[src/bba_pkg.sv]
// Shared types and constants for the bitmap block allocator.
// Holds the transfer payload structs, result codes and the controller/datapath links.
// No dependencies.
`timescale 1ns / 1ps

package bba_pkg;

	// Fixed field widths
	localparam int BLK_W = 10;
	localparam int CNT_W = 11;

	// Largest value that the count register can express
	localparam int CNT_MAX = (1 << CNT_W) - 1;

	// Count register value after reset
	localparam logic [CNT_W-1:0] TOTAL_RESET = 11'd1024;

	// Result codes
	typedef enum logic [1:0] {
		ST_OK          = 2'd0,
		ST_FULL        = 2'd1,
		ST_DOUBLE_FREE = 2'd2,
		ST_RANGE       = 2'd3
	} status_t;

	// Request kinds
	localparam logic CMD_ALLOC = 1'b0;
	localparam logic CMD_FREE  = 1'b1;

	typedef struct packed {
		logic             cmd;
		logic [BLK_W-1:0] block_in;
	} bba_in_t;

	typedef struct packed {
		logic [BLK_W-1:0] block_out;
		status_t          status;
	} bba_out_t;

	// Controller to datapath commands
	typedef struct packed {
		logic clear_step;
		logic accept;
		logic scan_step;
		logic f_div;
		logic f_rd;
		logic f_chk;
		logic out_load;
	} bba_cmd_t;

	// Datapath to controller status
	typedef struct packed {
		logic clear_last;
		logic scan_done;
	} bba_sts_t;

endpackage

[src/bba_ctrl.sv]
// Controller state machine of the bitmap block allocator.
// Sequences the clearing pass, the allocate scan, the free check and the result handoff.
// Depends on bba_pkg.
`timescale 1ns / 1ps

module bba_ctrl (
	input  logic              clk,
	input  logic              arst_n,
	input  logic              in_valid,
	output logic              in_ready,
	input  logic              in_cmd,
	output logic              out_valid,
	input  logic              out_ready,
	output bba_pkg::bba_cmd_t cmd,
	input  bba_pkg::bba_sts_t sts
);
	import bba_pkg::*;

	typedef enum logic [6:0] {
		S_CLEAR = 7'b0000001,
		S_IDLE  = 7'b0000010,
		S_ASCAN = 7'b0000100,
		S_FDIV  = 7'b0001000,
		S_FRD   = 7'b0010000,
		S_FCHK  = 7'b0100000,
		S_DONE  = 7'b1000000
	} state_t;

	state_t state_q;
	state_t state_d;
	logic   out_valid_q;
	logic   out_free;

	assign out_free  = !out_valid_q || out_ready;
	assign in_ready  = (state_q == S_IDLE);
	assign out_valid = out_valid_q;

	// Next state and commands
	always_comb begin
		state_d = state_q;
		cmd     = '0;
		case (state_q)
			S_CLEAR: begin
				cmd.clear_step = 1'b1;
				if (sts.clear_last) begin
					state_d = S_IDLE;
				end
			end
			S_IDLE: begin
				if (in_valid) begin
					cmd.accept = 1'b1;
					state_d    = (in_cmd == CMD_FREE) ? S_FDIV : S_ASCAN;
				end
			end
			S_ASCAN: begin
				cmd.scan_step = 1'b1;
				if (sts.scan_done) begin
					state_d = S_DONE;
				end
			end
			S_FDIV: begin
				cmd.f_div = 1'b1;
				state_d   = S_FRD;
			end
			S_FRD: begin
				cmd.f_rd = 1'b1;
				state_d  = S_FCHK;
			end
			S_FCHK: begin
				cmd.f_chk = 1'b1;
				state_d   = S_DONE;
			end
			S_DONE: begin
				if (out_free) begin
					cmd.out_load = 1'b1;
					state_d      = S_IDLE;
				end
			end
			default: begin
				state_d = S_IDLE;
			end
		endcase
	end

	// State register
	always_ff @(posedge clk or negedge arst_n) begin
		if (!arst_n) begin
			state_q <= S_CLEAR;
		end else begin
			state_q <= state_d;
		end
	end

	// Output valid: set on load, drop after the transfer
	always_ff @(posedge clk or negedge arst_n) begin
		if (!arst_n) begin
			out_valid_q <= 1'b0;
		end else if (cmd.out_load) begin
			out_valid_q <= 1'b1;
		end else if (out_ready) begin
			out_valid_q <= 1'b0;
		end
	end

	// One request at a time: busy right after an accepted transfer
	assert property (@(posedge clk) disable iff (!arst_n)
		(in_valid && in_ready) |=> !in_ready)
		else $error("bba_ctrl: ready again right after accept");

	// A finished result is presented on the next cycle
	assert property (@(posedge clk) disable iff (!arst_n)
		cmd.out_load |=> out_valid_q)
		else $error("bba_ctrl: loaded result not presented");

	// No bitmap activity while waiting for a request
	assert property (@(posedge clk) disable iff (!arst_n)
		(state_q == S_IDLE) |->
			!(cmd.clear_step || cmd.scan_step || cmd.f_rd || cmd.f_chk))
		else $error("bba_ctrl: bitmap command while idle");

	// The clearing pass ends before the first request is taken
	assert property (@(posedge clk) disable iff (!arst_n)
		cmd.accept |-> !$past(cmd.clear_step) || $past(sts.clear_last))
		else $error("bba_ctrl: request accepted during clearing pass");

endmodule

[src/bba_dpath.sv]
// Datapath of the bitmap block allocator: bitmap memory, scan pipeline, free check.
// Holds the count register and the result and output registers.
// Depends on bba_pkg; driven by bba_ctrl.
`timescale 1ns / 1ps

module bba_dpath #(
	parameter int MAX_BLOCKS = 1024,
	parameter int WORD_BITS  = 32
) (
	input  logic                             clk,
	input  logic                             arst_n,
	input  logic                             cfg_we,
	input  logic [bba_pkg::CNT_W-1:0]        cfg_wdata,
	input  bba_pkg::bba_in_t                 in_data,
	output bba_pkg::bba_out_t                out_data,
	input  bba_pkg::bba_cmd_t                cmd,
	output bba_pkg::bba_sts_t                sts
);
	import bba_pkg::*;

	localparam int NUM_WORDS  = (MAX_BLOCKS + WORD_BITS - 1) / WORD_BITS;
	localparam int AW         = (NUM_WORDS > 1) ? $clog2(NUM_WORDS) : 1;
	localparam int LAST_WORD  = NUM_WORDS - 1;
	localparam int BP_W       = $clog2(WORD_BITS);
	localparam int BASE_W     = $clog2(CNT_MAX + WORD_BITS + 1);
	// Word index of a block number: multiply by a rounded-up reciprocal
	localparam int DIV_SHIFT  = BLK_W + BP_W;
	localparam int DIV_RECIP  = ((1 << DIV_SHIFT) + WORD_BITS - 1) / WORD_BITS;
	localparam int RECIP_W    = $clog2(DIV_RECIP + 1);
	localparam int PROD_W     = BLK_W + RECIP_W;

	// Lowest set bit of a word
	function automatic logic [BP_W-1:0] low_index(input logic [WORD_BITS-1:0] v);
		logic [WORD_BITS-1:0] iso;
		logic [BP_W-1:0]      idx;
		iso = v & (~v + WORD_BITS'(1));
		idx = '0;
		for (int j = 0; j < WORD_BITS; j++) begin
			if (iso[j]) begin
				idx = idx | BP_W'(j);
			end
		end
		return idx;
	endfunction

	logic [WORD_BITS-1:0] mem [NUM_WORDS];

	logic [CNT_W-1:0]     total_q;
	logic [CNT_W-1:0]     eff_count;
	logic [BASE_W-1:0]    cnt_ext;
	logic [BLK_W-1:0]     blk_q;
	logic [AW-1:0]        widx_q;
	logic [BP_W-1:0]      bitpos_q;
	logic [PROD_W-1:0]    div_prod;

	logic [AW-1:0]        scan_addr_q;
	logic [BASE_W-1:0]    scan_base_q;
	logic                 scan_end_q;
	logic                 valid_s1;
	logic [AW-1:0]        addr_s1;
	logic [BASE_W-1:0]    base_s1;
	logic [WORD_BITS-1:0] rdata_s1;

	logic [BASE_W-1:0]    rem;
	logic [WORD_BITS-1:0] avail;
	logic                 found;
	logic                 last;
	logic [BP_W-1:0]      pos;
	logic [BASE_W:0]      next_base;
	logic [BASE_W-1:0]    alloc_blk;
	logic                 in_range;
	logic                 hit_bit;

	logic                 we;
	logic [AW-1:0]        wa;
	logic [WORD_BITS-1:0] wd;
	logic                 re;
	logic [AW-1:0]        ra;

	bba_out_t             res_q;
	bba_out_t             out_q;

	// Effective count saturates at the bitmap size
	assign eff_count = (32'(total_q) > MAX_BLOCKS) ? CNT_W'(MAX_BLOCKS) : total_q;
	assign cnt_ext   = BASE_W'(eff_count);

	// Scan word evaluation: only bits below the count are candidates
	always_comb begin
		rem = (cnt_ext > base_s1) ? BASE_W'(cnt_ext - base_s1) : '0;
		for (int j = 0; j < WORD_BITS; j++) begin
			avail[j] = !rdata_s1[j] && (BASE_W'(j) < rem);
		end
	end

	assign found     = |avail;
	assign pos       = low_index(avail);
	assign next_base = {1'b0, base_s1} + (BASE_W + 1)'(WORD_BITS);
	assign last      = (next_base >= {1'b0, cnt_ext});
	assign alloc_blk = BASE_W'(base_s1 + BASE_W'(pos));

	// Free check
	assign in_range  = ({1'b0, blk_q} < eff_count);
	assign hit_bit   = rdata_s1[bitpos_q];
	assign div_prod  = PROD_W'(blk_q) * PROD_W'(DIV_RECIP);

	assign sts.clear_last = (scan_addr_q == AW'(LAST_WORD));
	assign sts.scan_done  = valid_s1 && (found || last);

	// Memory port selection
	always_comb begin
		we = 1'b0;
		wa = scan_addr_q;
		wd = '0;
		re = 1'b0;
		ra = scan_addr_q;
		if (cmd.clear_step) begin
			we = 1'b1;
		end else if (cmd.scan_step && valid_s1 && found) begin
			we = 1'b1;
			wa = addr_s1;
			wd = rdata_s1 | (WORD_BITS'(1) << pos);
		end else if (cmd.f_chk && in_range && hit_bit) begin
			we = 1'b1;
			wa = widx_q;
			wd = rdata_s1 & ~(WORD_BITS'(1) << bitpos_q);
		end
		if (cmd.scan_step && !scan_end_q) begin
			re = 1'b1;
		end
		if (cmd.f_rd && in_range) begin
			re = 1'b1;
			ra = widx_q;
		end
	end

	// Bitmap memory, registered read
	always_ff @(posedge clk) begin
		if (we) begin
			mem[wa] <= wd;
		end
		if (re) begin
			rdata_s1 <= mem[ra];
		end
	end

	// Count register
	always_ff @(posedge clk or negedge arst_n) begin
		if (!arst_n) begin
			total_q <= TOTAL_RESET;
		end else if (cfg_we) begin
			total_q <= cfg_wdata;
		end
	end

	// Scan address, clearing sweep and read-valid tracking
	always_ff @(posedge clk or negedge arst_n) begin
		if (!arst_n) begin
			scan_addr_q <= '0;
			scan_base_q <= '0;
			scan_end_q  <= 1'b0;
			valid_s1    <= 1'b0;
		end else begin
			valid_s1 <= 1'b0;
			if (cmd.clear_step || cmd.accept) begin
				scan_addr_q <= cmd.accept ? '0 : AW'(scan_addr_q + 1'b1);
				scan_base_q <= '0;
				scan_end_q  <= 1'b0;
			end else if (cmd.scan_step && !scan_end_q) begin
				valid_s1    <= 1'b1;
				scan_addr_q <= AW'(scan_addr_q + 1'b1);
				scan_base_q <= BASE_W'(scan_base_q + BASE_W'(WORD_BITS));
				scan_end_q  <= (scan_addr_q == AW'(LAST_WORD));
			end
		end
	end

	// Pipeline word tag alongside the read
	always_ff @(posedge clk) begin
		if (cmd.scan_step) begin
			addr_s1 <= scan_addr_q;
			base_s1 <= scan_base_q;
		end
	end

	// Request payload and free word/bit split
	always_ff @(posedge clk) begin
		if (cmd.accept) begin
			blk_q <= in_data.block_in;
		end
		if (cmd.f_div) begin
			widx_q <= AW'(div_prod >> DIV_SHIFT);
		end
		if (cmd.f_rd) begin
			bitpos_q <= BP_W'(blk_q - BLK_W'(widx_q * WORD_BITS));
		end
	end

	// Result capture and output register
	always_ff @(posedge clk) begin
		if (cmd.scan_step && sts.scan_done) begin
			res_q.block_out <= found ? alloc_blk[BLK_W-1:0] : '0;
			res_q.status    <= found ? ST_OK : ST_FULL;
		end else if (cmd.f_chk) begin
			res_q.block_out <= blk_q;
			if (!in_range) begin
				res_q.status <= ST_RANGE;
			end else if (!hit_bit) begin
				res_q.status <= ST_DOUBLE_FREE;
			end else begin
				res_q.status <= ST_OK;
			end
		end
		if (cmd.out_load) begin
			out_q <= res_q;
		end
	end

	assign out_data = out_q;

endmodule

[src/bitmap_block_allocator.sv]
// First-fit bitmap block allocator. One in-use bit per block, WORD_BITS bits to a
// memory word. An allocate request scans the words from block 0 upward one word per
// cycle through the single read port of the bitmap memory and takes the lowest free
// block below min(total_blocks, MAX_BLOCKS), examining at most ceil(MAX_BLOCKS / WORD_BITS)
// words. A free request steps through word index, read, check and write-back. One
// request is in work at a time; the next one may be accepted while the previous result
// still waits in the output register. After reset a clearing pass writes every bitmap
// word to zero, during which no request is accepted; the count register can be written
// at any time the block is idle.
// Depends on bba_pkg, bba_ctrl, bba_dpath.
`timescale 1ns / 1ps

module bitmap_block_allocator #(
	parameter int MAX_BLOCKS = 1024,
	parameter int WORD_BITS  = 32
) (
	input  logic                      clk,
	input  logic                      arst_n,
	input  logic                      cfg_we,
	input  logic [bba_pkg::CNT_W-1:0] cfg_wdata,
	input  logic                      in_valid,
	output logic                      in_ready,
	input  bba_pkg::bba_in_t          in_data,
	output logic                      out_valid,
	input  logic                      out_ready,
	output bba_pkg::bba_out_t         out_data
);
	import bba_pkg::*;

	bba_cmd_t cmd;
	bba_sts_t sts;

	// Sequencing
	bba_ctrl u_ctrl (
		.clk       (clk),
		.arst_n    (arst_n),
		.in_valid  (in_valid),
		.in_ready  (in_ready),
		.in_cmd    (in_data.cmd),
		.out_valid (out_valid),
		.out_ready (out_ready),
		.cmd       (cmd),
		.sts       (sts)
	);

	// Bitmap and result datapath
	bba_dpath #(
		.MAX_BLOCKS (MAX_BLOCKS),
		.WORD_BITS  (WORD_BITS)
	) u_dpath (
		.clk       (clk),
		.arst_n    (arst_n),
		.cfg_we    (cfg_we),
		.cfg_wdata (cfg_wdata),
		.in_data   (in_data),
		.out_data  (out_data),
		.cmd       (cmd),
		.sts       (sts)
	);

endmodule
[config.mk]
export PLATFORM = sky130hd
export DESIGN_NAME = bitmap_block_allocator
export DESIGN_NICKNAME = d
export VERILOG_FILES = /design/src/bba_pkg.sv /design/src/bba_ctrl.sv /design/src/bba_dpath.sv /design/src/bitmap_block_allocator.sv
export SDC_FILE = /design/constraint.sdc
export NUM_CORES = 2
export LEC_CHECK = 0
export ABC_AREA = 1
export BUFFER_PORTS_ARGS = -buffer_cell sky130_fd_sc_hd__buf_2
export CORE_ASPECT_RATIO = 0.6
export CORE_UTILIZATION = 28
export CTS_CLUSTER_DIAMETER = 30
export CTS_CLUSTER_SIZE = 40
export DETAILED_ROUTE_END_ITERATION = 10
export PLACE_DENSITY = 0.46
export REMOVE_ABC_BUFFERS = 1
export SLEW_MARGIN = 20
export SYNTH_ARGS = -nofsm -noshare
export SYNTH_HDL_FRONTEND = slang
export SYNTH_SLANG_ARGS = --single-unit
[constraint.sdc]
create_clock -name clk -period 6.35 [get_ports clk]
set_clock_uncertainty 0.1 [all_clocks]
set_input_delay 0.9525 -clock clk [delete_from_list [all_inputs] [get_ports clk]]
set_output_delay 0.9525 -clock clk [all_outputs]
set_load 0.05 [all_outputs]
## Yosys cells after proc, flatten, opt, wreduce, memory -nomap -nowiden

Memory sizes are Yosys's and may differ from the RTL's. A register that Yosys moved wholly into a read port is not among the register bits.
Cells that the tools add are included.

| storage, ports and cells | value |
|---|---|
| bits in writable memories | 1024 |
| memories | 1 |
| output and inout bits | 14 |
| register bits after elaboration | 99 |

| operators by class | value |
|---|---|
| shift operators | 2 |
| add/subtract/negate cells | 7 |
| order comparisons | 37 |
| eq/ne operators | 12 |
| bitwise operators | 5 |
| muxes and demuxes | 106 |
| reduce and logical (&&, ||, !) cells | 82 |

Memory list:

| memory | depth | bits a word | read ports | clocked after Yosys merged registers in | wr ports | line | text |
|---|---|---|---|---|---|---|---|
| u_dpath.mem | 32 | 32 | 1 | 1 | 1 | bba_dpath.sv:46 | `logic [WORD_BITS-1:0] mem [NUM_WORDS];` |

Operators with widths:

| operator | number |
|---|---|
| < comparator 5 x 12 -> 1 bit, first input constant | 16 |
| 2-to-1 mux 32 bit | 6 |
| 2-to-1 mux 5 bit | 27 |
| < comparator 4 x 12 -> 1 bit, first input constant | 8 |
| 2-to-1 mux 12 bit | 7 |
| AND 32 bit | 2 |
| inverter 32 bit | 2 |
| left shift 1 x 5 -> 32 bit, first input constant | 2 |
| 2-to-1 mux 7 bit | 8 |
| case mux 7 bit (7 select lines) | 1 |
| < comparator 3 x 12 -> 1 bit, first input constant | 4 |
| logical AND 1 bit | 40 |
| 2-to-1 mux 4 bit | 9 |
| zero test 1 bit | 34 |
| adder 32 x 1 -> 32 bit, second input constant | 1 |
| 2-to-1 mux 1 bit | 32 |
| OR 32 bit | 1 |
| OR reduction 32 bit | 1 |
| < comparator 1 x 12 -> 1 bit, first input constant | 2 |
| < comparator 2 x 12 -> 1 bit, first input constant | 2 |
| 2-to-1 mux 2 bit | 9 |
| adder 12 x 6 -> 13 bit, second input constant | 1 |
| >= comparator 13 x 11 -> 1 bit | 1 |
| adder 12 x 6 -> 12 bit, second input constant | 1 |
| 25 further kinds | 34 |

## Logic depth before layout (Yosys ltp)

| logic depth | value |
|---|---|
| word-level depth | 45 |
| mapped depth | 37 |

## Hierarchy

Synthesis repeated with hierarchy kept, for this count alone.

| second synthesis, totals | value |
|---|---|
| cells, all modules | 3884 |
| area, all modules | 48163.7 µm² |

By module, submodules not included:

| module | times used | area an instance (µm²) | cells each | seq. area each (µm²) |
|---|---|---|---|---|
| bba_dpath | 1 | 47658.2 | 3811 | 34018.9 |
| bba_ctrl | 1 | 505.5 | 73 | 201.4 |

## Worst setup path after synthesis

OpenSTA, ideal clock, no wires.

| timing | value |
|---|---|
| path kind | reg2reg |
| start point | register u_dpath.total_q[4] |
| end point | memory u_dpath.mem[4][0] (enable) |
| slack | 0.715 ns |
| library setup time | 0.421 ns |
| buffers on the path | 2 |
| clock period less this slack | 5.635 ns |
| stages on the path, launching flop included | 35 |
| arrival time | 5.114 ns |
| path through | dfrtp_1 -> nor2_1 -> nand3_2 -> o21bai_4 -> inv_1 -> nor2_1 -> inv_1 -> ha_1 -> inv_2 -> nand2_1 -> nand2_1 -> nand2_1 -> nand2_1 -> or2_0 -> a21oi_1 -> nand3_1 -> nor2_4 -> nand3_4 -> nand2_4 -> buf_6 -> nand3_1 -> nand2_2 -> nand2_1 -> nor2_2 -> nand2_2 -> nor2_4 -> nand2_2 -> nand2_4 -> inv_2 -> buf_6 -> nand2_4 -> nand2_4 -> nor2_4 -> nand2_2 -> nor2_1 |

| on the way | value |
|---|---|
| longest elaborated chain between the ends | 13 |
| elaborated cells between the ends (all ways) | 88 |
| those cells by class | add/sub (1); order compare (35); mux (16); reduce/logical (36) |

RTL lines:

| element | line | text |
|---|---|---|
| start: declaration | bba_dpath.sv:48 | `logic [CNT_W-1:0] total_q;` |
| start signal: assignment | bba_dpath.sv:151 | `total_q <= cfg_wdata;` |
| > comparator 11 bit | bba_dpath.sv:84 | `assign eff_count = (32'(total_q) > MAX_BLOCKS) ? CNT_W'(MAX_BLOCKS) : total_q;` |
| 2-to-1 mux 11 bit * | bba_dpath.sv:84 |  |
| subtractor 11 x 12 -> 12 bit, or another cell as far along | bba_dpath.sv:89 | `rem = (cnt_ext > base_s1) ? BASE_W'(cnt_ext - base_s1) : '0;` |
| 2-to-1 mux 12 bit or logical AND 1 bit (tied branches) | bba_dpath.sv:89, bba_dpath.sv:122 |  |
| < comparator 1 x 12 -> 1 bit, or another cell as far along | bba_dpath.sv:91 | `avail[j] = !rdata_s1[j] && (BASE_W'(j) < rem);` |
| logical AND 1 bit or 2-to-1 mux 1 bit (tied branches) | bba_dpath.sv:91, bba_dpath.sv:122 |  |
| OR reduction 32 bit or 2-to-1 mux 1 bit (tied branches) | bba_dpath.sv:95, bba_dpath.sv:118 |  |
| logical AND 1 bit or 2-to-1 mux 1 bit (tied branches) | bba_dpath.sv:118, bba_dpath.sv:116 |  |
| 2-to-1 mux 1 bit | bba_dpath.sv:118 | `end else if (cmd.scan_step && valid_s1 && found) begin` |
| 2-to-1 mux 1 bit (2 in a row) | bba_dpath.sv:116 | `if (cmd.clear_step) begin` |
| 2-to-1 mux 1 bit | bba_dpath.sv:138 | `if (we) begin` |
| 2-to-1 mux 1 bit (implied by the code) | bba_dpath.sv:139 | `mem[wa] <= wd;` |
| end: declaration | bba_dpath.sv:46 |  |

Every way passes the cells marked *; elsewhere a longest branch is shown, timed or not. The select of a mux whose other input is x is not followed.

## Worst setup path after layout

| timing | value |
|---|---|
| start point | register u_dpath.total_q[4] |
| end point | memory u_dpath.mem[0][15] (data pin) |

| on the way | value |
|---|---|
| longest elaborated chain between the ends | 45 |
| elaborated cells between the ends (all ways) | 116 |
| those cells by class | add/sub (2); order compare (35); shift (1); mux (39); bitwise (3); reduce/logical (36) |

RTL lines:

| element | line | text |
|---|---|---|
| > comparator 11 bit | bba_dpath.sv:84 |  |
| 2-to-1 mux 11 bit * | bba_dpath.sv:84 |  |
| subtractor 11 x 12 -> 12 bit or > comparator 11 x 12 -> 1 bit (tied branches) | bba_dpath.sv:89 |  |
| 2-to-1 mux 12 bit | bba_dpath.sv:89 |  |
| < comparator 1 x 12 -> 1 bit | bba_dpath.sv:91 |  |
| logical AND 1 bit | bba_dpath.sv:91 |  |
| inverter 32 bit | bba_dpath.sv:36 | `iso = v & (~v + WORD_BITS'(1));` |
| adder 32 x 1 -> 32 bit | bba_dpath.sv:36 |  |
| [... 4 more ...] | -- |  |
| 2-to-1 mux 3 bit (4 in a row) | bba_dpath.sv:39 | `if (iso[j]) begin` |
| 2-to-1 mux 4 bit (8 in a row) | bba_dpath.sv:39 |  |
| 2-to-1 mux 5 bit (16 in a row) | bba_dpath.sv:39 |  |
| left shift 1 x 5 -> 32 bit | bba_dpath.sv:121 | `wd = rdata_s1 \| (WORD_BITS'(1) << pos);` |
| OR 32 bit | bba_dpath.sv:121 |  |
| 2-to-1 mux 32 bit * | bba_dpath.sv:118 |  |
| 2-to-1 mux 32 bit * (2 in a row) | bba_dpath.sv:116 |  |
| net u_dpath.wd[15] | bba_dpath.sv:76 | `logic [WORD_BITS-1:0] wd;` |

Mark *: on every way through the listed nets, which the timed path passes. The rest lies on a longest branch. The select of a mux whose other input is x is not followed.

==> metrics.log <==
INFO  metric run_status = finished, final reports clean
INFO  metric final_cell_count_no_fill = 6346
INFO  metric timing.final.crit_period = 5810 ps
INFO  metric post_cts_hold_buffer_count = 0
INFO  metric final-max-slew-violation-count = 0
INFO  metric worst_setup_path_end_kind = register
INFO  metric num_vias = 32.9k
INFO  metric ys.flop_type = sky130_fd_sc_hd__edfxtp_1
INFO  metric leakagePower = 19.3 nW
INFO  metric floorplan.core_area = 170000 µm²
INFO  metric numPortBuffers = 40
INFO  metric cellPowerDensity = 441 nW/µm²
INFO  metric syn2layout_area_growth = 21.1%
INFO  metric max-vdd-ir-drop = 426 µV
INFO  metric worstReg2RegStart = u_dpath.total_q[4]
INFO  metric grt_start_max_net_pins = 154
INFO  metric critical_path_max_stage_delay = 640 ps
INFO  metric rsz0062_at_grt = false
INFO  metric row_count = 117
INFO  metric synth_simple_gate_area_frac = 0.117
INFO  metric via_count_of_the_first_global_routing_pass = 30.5k
INFO  metric cts_tree = built
INFO  metric starting_density_of_the_core = 0.283
INFO  metric cts.reportedPaths.clkPinSlew = 50 ps
INFO  metric final_nets = 4029
INFO  metric final_area = 58300 µm²
INFO  metric clock_tree.htree_level_count = 4
INFO  metric clkLatencyLatePin = 790 ps
INFO  metric detail-route-antenna-nets = 0
INFO  metric crit_path_frequent_cell = sky130_fd_sc_hd__nand2_1
INFO  metric report.final.setup_viol = 0
INFO  metric area_share_of_the_largest_cell_type_after_synthesis = 0.694
INFO  metric max-slew-margin-rel = 0.261
INFO  metric critical_path.slowest_cell = sky130_fd_sc_hd__a31oi_4
INFO  metric muxShareOfSynthArea = 0.000936
INFO  metric setup-tns-final = 0 ps
INFO  metric crit_required = 6840 ps
INFO  metric fp.dieH = 323 µm
INFO  metric combinational_family_with_the_most_area_after_synthesis = compound AO/OA/AOI/OAI gates
INFO  metric critical_path.n_buffers_inverters = 5
INFO  metric synth_enable_flop_cells = 1112
INFO  metric drtPass1Iterations = 6
INFO  metric avgSynthCellArea = 12.5 µm²
INFO  metric wire_per_inst = 25.6 µm
INFO  metric grt_antenna_before_repair = 5
INFO  metric die_width = 537 µm
INFO  metric synth.cell_area = 48100 µm²
INFO  metric arithmetic_cell_share_of_the_synthesized_area_counting_full_adders_half_adders_and_majority_gates = 0.00728
INFO  metric drive_above_1_share = 0.153
INFO  metric drcViolationCount = 0
INFO  metric timing.hold.worst.class = in2async
INFO  metric grt_pass1_wl = 231000 µm
INFO  metric sum_of_overflow_across_all_layers_after_global_routing = 0
INFO  metric area_of_the_die = 174000 µm²
INFO  metric synth_xor_area_frac = 0.00109
INFO  metric cts_buffers = 158
INFO  metric cts_max_path_buffers = 4
INFO  metric timing_worst_setup_path_type = reg2reg
INFO  metric viasPerCell = 5.19
INFO  metric measured_slew_at_the_worst_slew_check_pin = 1100 ps
INFO  metric post-dp-hpwl = 105000 µm
INFO  metric clock-root-buffer = sky130_fd_sc_hd__clkbuf_16
INFO  metric totalWireLength = 163000 µm
INFO  metric worstSetupStartpoint = u_dpath.total_q[4]
INFO  metric globalplace.congestion = 0.945
INFO  metric maxCapViolations = 0
INFO  metric cts.sink_count = 1145
INFO  metric synth_cell_type_count = 58
INFO  metric yosys.area.top_type = sky130_fd_sc_hd__edfxtp_1
INFO  metric synth_area_leaders = sky130_fd_sc_hd__edfxtp_1, sky130_fd_sc_hd__o21ai_0, sky130_fd_sc_hd__nor2_1
INFO  metric max_freq = 0.172 GHz
INFO  metric dp_cells = 6074
INFO  metric worst-endpoint-arrival = 6300 ps
INFO  metric drtIter0Drc = 4123
INFO  metric detailed_place.area = 53000 µm²
INFO  metric startpoint_type = register
INFO  metric synth-seq-area-share = 0.711
INFO  metric final_core_utilization = 0.343
INFO  metric critical_path.max_fanout = 20
INFO  metric cp_top_family = simple AND/OR/NAND/NOR gates
INFO  metric number_of_top_level_design_ports = 41
INFO  metric postSynthCellCount = 3846
INFO  metric timing_hold_violations_final = 0
INFO  metric postSynthRegisterBits = 1145
INFO  metric async_reset_ff_frac = 0.0288
INFO  metric fin_crit_sh = 0.914
INFO  metric synth_compound_area_frac = 0.129
INFO  metric yosys_warnings = 0
INFO  metric grtUsageTotal = 0.184
## per-stage QoR
stage / hold WS (ps) / total power (W) / setup slack (ps)
after floorplan: 300 / 0.0134 / -8060
after global placement: 310 / 0.0169 / 417
after detailed placement: 306 / 0.0169 / 453
after CTS: 185 / 0.0258 / 427
after global routing: 215 / 0.0268 / 62.6
final: 209 / 0.0257 / 543
## Yosys cell counts, types with 3 or more instances
| cell type | n |
|---|---|
| sky130_fd_sc_hd__a21oi_1 | 53 |
| sky130_fd_sc_hd__nor2_4 | 7 |
| sky130_fd_sc_hd__nor2_1 | 648 |
| sky130_fd_sc_hd__nand3_2 | 17 |
| sky130_fd_sc_hd__nor4_1 | 11 |
| sky130_fd_sc_hd__o211ai_1 | 5 |
| sky130_fd_sc_hd__xor2_1 | 5 |
| sky130_fd_sc_hd__dfrtp_1 | 31 |
| sky130_fd_sc_hd__nor3b_1 | 3 |
| sky130_fd_sc_hd__o22ai_1 | 12 |
| sky130_fd_sc_hd__edfxtp_1 | 1112 |
| sky130_fd_sc_hd__o41ai_1 | 3 |
| sky130_fd_sc_hd__ha_1 | 28 |
| sky130_fd_sc_hd__o21ai_0 | 554 |
| sky130_fd_sc_hd__buf_1 | 8 |
| sky130_fd_sc_hd__mux2_2 | 4 |
| sky130_fd_sc_hd__o21a_1 | 36 |
| sky130_fd_sc_hd__buf_6 | 4 |
| sky130_fd_sc_hd__o21ai_2 | 5 |
| sky130_fd_sc_hd__o221ai_1 | 256 |
| sky130_fd_sc_hd__inv_2 | 9 |
| sky130_fd_sc_hd__nand2_1 | 259 |
| sky130_fd_sc_hd__inv_1 | 155 |
| sky130_fd_sc_hd__nand3_4 | 8 |
| sky130_fd_sc_hd__o21ai_1 | 5 |
| sky130_fd_sc_hd__a31oi_1 | 26 |
| sky130_fd_sc_hd__clkbuf_1 | 196 |
| sky130_fd_sc_hd__nand3b_1 | 3 |
| sky130_fd_sc_hd__and2_1 | 3 |
| sky130_fd_sc_hd__o311ai_0 | 3 |
| sky130_fd_sc_hd__buf_2 | 35 |
| sky130_fd_sc_hd__nand3_1 | 225 |
| sky130_fd_sc_hd__nor3_1 | 18 |
| sky130_fd_sc_hd__nor2_2 | 5 |
| sky130_fd_sc_hd__nand2_2 | 22 |
| sky130_fd_sc_hd__nand4_1 | 23 |
| sky130_fd_sc_hd__a41oi_1 | 15 |
| sky130_fd_sc_hd__nand2_4 | 6 |
## final timing paths
path | endpoint | cells after the start | slack, ps
setup / recovery | u_dpath.mem[0][15] | 26 | 540
hold / removal | u_dpath.total_q[7] | 1 | 210
setup reg to reg | u_dpath.mem[0][15] | 26 | 540
hold reg to reg | u_dpath.out_data[8] | 0 | 320
max in group asynchronous | u_dpath.scan_base_q[5] | 1 | 5350
min in group clk | u_dpath.blk_q[2] | 1 | 250
## cell usage in the layout, fill, tap and decap left out, drive strengths merged, types with 26 or more instances in the layout
cell type	count
inv	195
nand2	287
o21ai	564
o21a	36
a21oi	53
nor2	661
clkbuf	169
o221ai	256
nand3	250
ha	28
dfrtp	31
edfxtp	1112
clkinv	41
buf	212
a31oi	26
## cell type report
| type | instances | area, µm² |
|---|---|---|
| multi-input cells | 2291 | 12800 |
| inverters | 166 | 648 |
| repair buffers | 212 | 2500 |
| well taps | 2261 | 2830 |
| fillers | 16700 | 112000 |
| clock buffers | 169 | 4080 |
| diodes | 1 | 2.50 |
| clock inverters | 101 | 1160 |
| flip-flops and latches | 1145 | 34200 |
## state kept, by name, summed over array words and instances (netlist names), 7 cells and up
name,count
u_ctrl.state_q,7
u_dpath.base_s1,7
u_dpath.blk_q,10
u_dpath.mem,1024
u_dpath.out_data,12
u_dpath.rdata_s1,32
u_dpath.res_q,12
u_dpath.scan_base_q,7
u_dpath.total_q,11
## report_power, final
part           leakage, nW  switching, W  total, W  internal, W
Clock                 2.52       0.00354   0.00889      0.00535
Combinational         6.46       0.00586   0.00803      0.00217
Sequential            10.3      0.000231   0.00878      0.00855
Total                 19.3       0.00964    0.0257       0.0161
## cell families (layout without fill, tap and decap cells)
family | count (synthesis) | count (layout)
other | 2 | 3
adders and majority gates | 28 | 28
and+or+nand+nor | 1266 | 1266
xor gates and xnor gates | 6 | 6
AOI/OAI and AO/OA | 985 | 985
muxes | 4 | 4
DFF | 1145 | 1145
buffers and inverters | 410 | 648
## routing by layer
layer / global-route usage / vias up / routed length, µm
met5: 0 / - / 0
met4: 0.0307 / 0 / 2240
met3: 0.0637 / 173 / 17500
met2: 0.226 / 1352 / 60000
met1: 0.301 / 16700 / 82900
li1: - / 14700 / -
## what timing repair did
item	in CTS	in global routing
buffers inserted	0	1
resized for setup	0	6
setup endpoints to repair	0	652
Power figures use the tool's default switching activity.
